[config.mk]
export PLATFORM = sky130hd
export DESIGN_NAME = fdl_cfg
export DESIGN_NICKNAME = d
export VERILOG_FILES = /design/src/rtl/feedback_delay_line_unit_defines.svh /design/src/rtl/fdl_pkg.sv /design/src/rtl/fdl_cfg.sv
export SDC_FILE = /design/constraint.sdc
export NUM_CORES = 1
export LEC_CHECK = 0
export BUFFER_PORTS_ARGS = -buffer_cell sky130_fd_sc_hd__buf_2
export CAP_MARGIN = 5
export CORE_MARGIN = 4
export CORE_UTILIZATION = 55
export CTS_BUF_LIST = sky130_fd_sc_hd__clkbuf_2
export CTS_CLUSTER_SIZE = 25
export DETAILED_ROUTE_END_ITERATION = 16
export PLACE_DENSITY = 0.91
export SLEW_MARGIN = 20
export SYNTH_ARGS = -nofsm -noshare
export SYNTH_HDL_FRONTEND = slang
export SYNTH_SLANG_ARGS = --single-unit
[constraint.sdc]
create_clock -name clk -period 4.3 [get_ports clk]
set_clock_uncertainty 0.05 [all_clocks]
set_input_delay 0.43 -clock clk [delete_from_list [all_inputs] [get_ports clk]]
set_output_delay 0.43 -clock clk [all_outputs]
set_load 0.02 [all_outputs]
[src/rtl/feedback_delay_line_unit_defines.svh]
// Assertion macros for the feedback delay line RTL.
// Each macro expects a clock named clk and an active-low reset named arst_n in scope.
`ifndef FEEDBACK_DELAY_LINE_UNIT_DEFINES_SVH
`define FEEDBACK_DELAY_LINE_UNIT_DEFINES_SVH

`ifndef SYNTHESIS

// Same-cycle implication.
`define FDL_ASSERT_NOW(label, ante, cons) \
	label: assert property (@(posedge clk) disable iff (!arst_n) (ante) |-> (cons)) \
		else $error("fdl: same-cycle check failed");

// Next-cycle implication.
`define FDL_ASSERT_NEXT(label, ante, cons) \
	label: assert property (@(posedge clk) disable iff (!arst_n) (ante) |=> (cons)) \
		else $error("fdl: next-cycle check failed");

`else

`define FDL_ASSERT_NOW(label, ante, cons)
`define FDL_ASSERT_NEXT(label, ante, cons)

`endif

`endif

[src/rtl/fdl_pkg.sv]
package fdl_pkg;

	localparam int STORE_DEPTH = 65536;
	localparam int ADDR_W      = $clog2(STORE_DEPTH);

	localparam int SAMPLE_W = 24;
	localparam int LEN_W    = 17;
	localparam int GAIN_W   = 16;
	localparam int FRAC_W   = 15;

	// Phase must hold the clamped length itself, which may equal the depth.
	localparam int PHASE_W = (ADDR_W + 1 > LEN_W) ? ADDR_W + 1 : LEN_W;

	localparam int PROD_W = SAMPLE_W + GAIN_W + 1;
	localparam int QM_W   = PROD_W - FRAC_W;
	localparam int SUM_W  = QM_W + 1;

	localparam int CFG_IDX_W  = 3;
	localparam int CFG_DATA_W = LEN_W;

	localparam logic [GAIN_W-1:0] Q_ONE = GAIN_W'(1 << FRAC_W);

	typedef enum logic [CFG_IDX_W-1:0] {
		REG_MODE     = 3'd0,
		REG_LENGTH   = 3'd1,
		REG_FEEDBACK = 3'd2,
		REG_PRE_POST = 3'd3,
		REG_DRY_WET  = 3'd4
	} reg_idx_t;

	typedef logic signed [SAMPLE_W-1:0] sample_t;
	typedef logic signed [QM_W-1:0]     qm_t;
	typedef logic signed [SUM_W-1:0]    sum_t;

	// Effective settings, already clamped.
	typedef struct packed {
		logic               pure_mode;
		logic [PHASE_W-1:0] len;
		logic [GAIN_W-1:0]  fb;
		logic [GAIN_W-1:0]  pp;
		logic [GAIN_W-1:0]  dw;
	} cfg_t;

	function automatic logic [GAIN_W-1:0] clamp_gain(input logic [GAIN_W-1:0] g);
		return (g > Q_ONE) ? Q_ONE : g;
	endfunction

	// Product scaled down by one in Q1.15, rounded toward minus infinity.
	function automatic qm_t qmul(input sample_t s, input logic [GAIN_W-1:0] g);
		logic signed [PROD_W-1:0] p;
		p = s * $signed({1'b0, g});
		return p[PROD_W-1:FRAC_W];
	endfunction

	function automatic sample_t sat(input sum_t v);
		sample_t r;
		if (v[SUM_W-1:SAMPLE_W-1] == '0 || v[SUM_W-1:SAMPLE_W-1] == '1) begin
			r = v[SAMPLE_W-1:0];
		end else begin
			r = {v[SUM_W-1], {(SAMPLE_W-1){~v[SUM_W-1]}}};
		end
		return r;
	endfunction

endpackage

[src/rtl/fdl_cfg.sv]
module fdl_cfg (
	input  logic                            clk,
	input  logic                            arst_n,
	input  logic                            cfg_we,
	input  logic [fdl_pkg::CFG_IDX_W-1:0]   cfg_index,
	input  logic [fdl_pkg::CFG_DATA_W-1:0]  cfg_wdata,
	output fdl_pkg::cfg_t                   cfg
);

	logic                          mode_q;
	logic [fdl_pkg::LEN_W-1:0]     length_q;
	logic [fdl_pkg::GAIN_W-1:0]    fb_q;
	logic [fdl_pkg::GAIN_W-1:0]    pp_q;
	logic [fdl_pkg::GAIN_W-1:0]    dw_q;
	logic [fdl_pkg::PHASE_W-1:0]   len_ext;

	always_ff @(posedge clk or negedge arst_n) begin
		if (!arst_n) begin
			mode_q   <= 1'b0;
			length_q <= '0;
			fb_q     <= '0;
			pp_q     <= '0;
			dw_q     <= '0;
		end else if (cfg_we) begin
			unique case (cfg_index)
				fdl_pkg::REG_MODE:     mode_q   <= cfg_wdata[0];
				fdl_pkg::REG_LENGTH:   length_q <= cfg_wdata[fdl_pkg::LEN_W-1:0];
				fdl_pkg::REG_FEEDBACK: fb_q     <= cfg_wdata[fdl_pkg::GAIN_W-1:0];
				fdl_pkg::REG_PRE_POST: pp_q     <= cfg_wdata[fdl_pkg::GAIN_W-1:0];
				fdl_pkg::REG_DRY_WET:  dw_q     <= cfg_wdata[fdl_pkg::GAIN_W-1:0];
				default: ;
			endcase
		end
	end

	// Clamp the length to the store depth; zero acts as one.
	always_comb begin
		len_ext  = fdl_pkg::PHASE_W'(length_q);
		cfg.pure_mode = mode_q;
		if (len_ext > fdl_pkg::PHASE_W'(fdl_pkg::STORE_DEPTH)) begin
			cfg.len = fdl_pkg::PHASE_W'(fdl_pkg::STORE_DEPTH);
		end else if (len_ext == '0) begin
			cfg.len = fdl_pkg::PHASE_W'(1);
		end else begin
			cfg.len = len_ext;
		end
		cfg.fb = fdl_pkg::clamp_gain(fb_q);
		cfg.pp = fdl_pkg::clamp_gain(pp_q);
		cfg.dw = fdl_pkg::clamp_gain(dw_q);
	end

endmodule

== Word-level counts from Yosys, hierarchy flattened ==
Index checks and enable logic that the tools add are counted.

* Logic and storage cells: 25
* Register bits: 66
* Output and inout bits: 66
* Input port bits: 23

* Reduce and logical (&&, ||, !) cells: 7
* Eq/ne operators: 4
* $lt $le $gt $ge: 4
* Muxes and demuxes: 5

{| class="wikitable"
|+ Operator list
! kind !! number
|-
| 16-bit greater-than comparator, second input constant || 3
|-
| 16-bit 2-to-1 mux || 3
|-
| 17-bit 2-to-1 mux || 2
|-
| 17-bit greater-than comparator, second input constant || 1
|-
| 17-bit zero test || 1
|-
| 2-bit AND reduction || 5
|-
| 3-bit by 2-bit equality test with 1-bit output, second input constant || 2
|-
| 3-bit by 1-bit equality test with 1-bit output, second input constant || 1
|-
| 3-bit equality test, second input constant || 1
|-
| 3-bit zero test || 1
|}

== Depth between registers and ports, before layout ==
* Depth in word-level cells: 3
* Gate-level depth with buffers: 5
* Mapped depth without buffers: 3

== Worst setup path after synthesis ==
Ideal clock, no wire load.

* Kind: reg2out
* From: reg length_q, in the netlist len_ext[11]
* To: out cfg[53] (netlist bit)
* Path buffers: 0
* Arrival: 1.406 ns
* Data required time: 3.820 ns
* Slack: 2.414 ns
* Cell stages (with the launch flop): 4
* Cells stage by stage: dfrtp_1 > nor4_1 > a41oi_1 > nor2b_1

{| class="wikitable"
|+ RTL lines
! element !! line !! text
|-
| from (decl) || fdl_cfg.sv:11 || <nowiki>logic [fdl_pkg::LEN_W-1:0] length_q;</nowiki>
|-
| from (signal assigned) || fdl_cfg.sv:27 || <nowiki>fdl_pkg::REG_LENGTH: length_q <= cfg_wdata[fdl_pkg::LEN_W-1:0];</nowiki>
|-
| to (decl) || fdl_cfg.sv:7 || <nowiki>output fdl_pkg::cfg_t cfg</nowiki>
|}

==> run summary <==
The run finished with clean final reports. The cell depth of the worst flop-to-flop path is 1, and the number of buffers inserted by port buffering is 88. Measured against its own limit, the worst slew margin works out to 40.6%. The number of global-route vias before repair is 2280, and the average via count per standard cell is 5.38.

DRC marker count from the first detailed-route iteration: 66. The total overflow left after global routing is 0. The stage delay of the slowest cell on the critical path came out at 0.46 ns. In the final layout, the multi-input gates occupy 1390 sq um. The tools report the count of final hold-check violations as 0.

Broken down by cell family, the worst path's largest delay share belongs to simple AND/OR/NAND/NOR gates. After detailed routing, the number of remaining DRC violations is 0. The share of the Yosys chip area taken by registers is 52.1%. Counting buffers and inverters, the worst setup path is 4 cells deep. The run gives 364 MHz as the maximum clock frequency. The run gives 389 as the number of instances in the placed design. Data on the critical path is required at its endpoint by 3.82 ns. The start point of the worst hold path was cfg_wdata[16]. The final layout contains 352 nets.

At the end of routability-driven placement, the weighted congestion stood at 0.797. The number of antenna violations at the first check in global routing is 0, and the post-synth net total is 265. The horizontal die dimension is 83.9 microns.

The worst hold path terminates at len_ext[16]. TritonCTS built the clock tree. The sequential cells in the finished layout cover a total of 1650 sq um.

After synthesis, the cell types taking the most area are dfrtp_1 52%, mux2_2 16%, nor2b_1 11%, mux2_4 6.6%, nor4_1 2.6%. In this run, synthesis inferred 0 flip-flops with an integrated enable. The count of yosys warnings during synthesis is 0.

The worst voltage drop across the vdd grid was 0.242 mV. The worst setup path is captured at an output pin. The logs give 36 for the maximum number of pins on one net before global-route repair and 0 for the final number of max-transition violations. The fraction of synthesized cell area taken by the top area cell type is 52.1%. Adding up every negative setup slack in the final design gives 0 ns.

The post-synthesis async set-or-reset flop share was 100%. The tools report the number of instances in the synthesized netlist as 242. The most used flip-flop cell after synthesis is dfrtp_1.

The longest clock path from root to sink contains 2 buffers. The detailed router placed 2184 vias in this run. The H-tree generated during clock tree synthesis spans 3 levels.

After floorplanning, the core was divided into 27 placement rows. Across all register-to-register paths, the minimum setup slack is 3.30 ns. In this run the worst hold path is classified as input port to flip-flop. Library cell contributing the largest single delay on the critical path: a41oi_1.

The critical path is of the flip-flop to output pin type. The analysis attributes to cell leakage a power of 1.81 nW. The post-synthesis sequential element count is 66, and the combined buffer and inverter count along the critical path is 1.

Along the worst hold path, the cell count comes to 3. Setup repair after global routing left no endpoint under its margin. The run gives 5.30 mm as the post-detailed-placement half-perimeter wirelength. The tools report the nature of the critical path startpoint as a flip-flop. The root buffer cell chosen for the clock tree is clkbuf_2. Of the cells placed in the final design, the portion with a size suffix greater than 1 is 49.1%. Walking the worst path, the cells encountered are nor4_1 > a41oi_1 > and2b_1 > buf_2. The final layout contains routed wiring with a total length of 7.01 mm. The worst flop-to-flop path endpoint was pp_q[15]. The area growth from synthesis to layout is 18.0%, and the initial core utilization is 57.2%. The logs give 21.4% for the all-layer global routing usage and 0 for the number of gates given a new drive strength after cts. The clock edge transition at the registers on the reported setup and hold paths was 0.17 ns; the average wire length per cell after detail routing was 17.3 microns. The floorplan step defined a die boundary enclosing 7040 sq um.

The slew at the pin with the worst max-slew slack was 0.890 ns. The core region is 5540 sq um. The reported max-cap violation count is 0. Final instance count without filler cells: 406. For this run, the detailed router's first-pass iteration total came to 5. For the cts-stage hold buffer count, the log shows 1. Buffers inserted during clock tree synthesis total 9. The time the final worst path needs with I/O delays and setup is 2.75 ns. In this run the remaining antenna-violating nets after routing total 0. The number of library cell types mapped by synthesis is 24, and the clock network latency to the later pin of the worst-skew pair is 0.46 ns. Cell accounting for the most synthesized area: dfrtp_1. The first global-routing pass estimated 11.7 mm of wire.

In this run the worst path has a maximum fanout of 10. After clock tree synthesis, the setup repair step added 0 buffers. The startpoint identified for the worst register-to-register timing path is pp_q[15]. The most common cell in the synthesized netlist is dfrtp_1. In the finished design, the share of the clock period the worst path needs comes to 63.9%.

The clock net in this run drives a total of 66 sinks. Counting the fill cells in the layout gives 431. Dividing the synthesized area by the synthesized cell count gives 13.1 sq um. Arrival time at the worst endpoint: 2.27 ns. The die is 83.9 microns tall. Number of antenna repair diodes: 0. Sorting the synthesized cells by how often they occur yields 66 x dfrtp_1, 55 x nor2b_1, 44 x mux2_2.

During I/O placement, the number of pins put on the boundary was 89. The power density over the cells is 516 nW/um^2. For this run, the share of the core covered by cells in the final layout is 67.5%.

The cell area after synthesis is 3170 sq um, and the final-report setup violation count is 0.
-- logic make-up after synthesis --
family          synth area share [%]
compound gates                  1.74
buf+inv                         3.99
flops                           52.1
mux                             24.1
simple gates                    18.1
-- state kept, by name (all words and copies together), names as in the netlist --
| signal | count |
|---|---|
| pp_q | 16 |
| dw_q | 16 |
| mode_q | 1 |
| fb_q | 16 |
| len_ext | 17 |
-- power by group --
| group | switching (mW) | total, mW | internal (mW) |
|---|---|---|---|
| Clock | 0.209 | 0.401 | 0.191 |
| Combinational | 0.360 | 0.651 | 0.292 |
| Sequential | 0.123 | 0.879 | 0.756 |
| Total | 0.692 | 1.93 | 1.24 |
-- layout make-up --
class / count / share of cell area (%)
clock buffer: 10 / 1.34
clock inverter: 6 / 2.17
inverter: 5 / 0.502
multi-input combinational: 157 / 37.2
sequential: 66 / 44.2
tap: 72 / 2.41
timing repair buffer: 90 / 12.2
-- worst max-delay path by stage --
| stage | slack [ns] | startpoint | to |
|---|---|---|---|
| final | 1.55 | len_ext[11] | cfg[56] |
| after global routing | 1.31 | len_ext[3] | cfg[56] |
| after CTS | 1.48 | len_ext[11] | cfg[56] |
| after detailed placement | 2.05 | len_ext[11] | cfg[56] |
| after floorplan | 2.41 | len_ext[11] | cfg[53] |
| after global placement | 2.07 | len_ext[8] | cfg[63] |
-- through the flow --
stage / area (sq um) / power [mW] / setup WS, ns / hold WS [ns]
after floorplan: 3170 / 1.31 / 2.41 / 0.0844
after global placement: 3600 / 1.52 / 2.07 / 0.439
after detailed placement: 3600 / 1.55 / 2.05 / 0.449
after CTS: 3740 / 1.95 / 1.48 / 0.0671
after global routing: 3740 / 2.04 / 1.31 / 0.0882
final: 3740 / 1.93 / 1.55 / 0.106
-- metal layers --
metal / vias to the layer above / track usage, % / wire (microns)
met2: 70 / 36.2 / 3610
li1: 1026 / - / -
met1: 1076 / 25.7 / 2810
met4: 0 / 11.0 / 158
met5: - / 0 / 0
met3: 12 / 4.64 / 431
-- cells in the final DEF, fill, tap and decap left out, drive strengths merged --
cell	count
nor2b	55
clkbuf	10
a21oi	1
clkinvlp	1
nand4b	1
nand2	4
nor4	13
nand4	1
nor4b	1
inv	5
and4bb	2
nor3	4
bufinv	2
clkinv	3
dfrtp	66
o21ai	3
dlygate4sd3	1
a41oi	4
and2b	5
mux2	63
buf	89
Power figures use the tool's default switching activity.
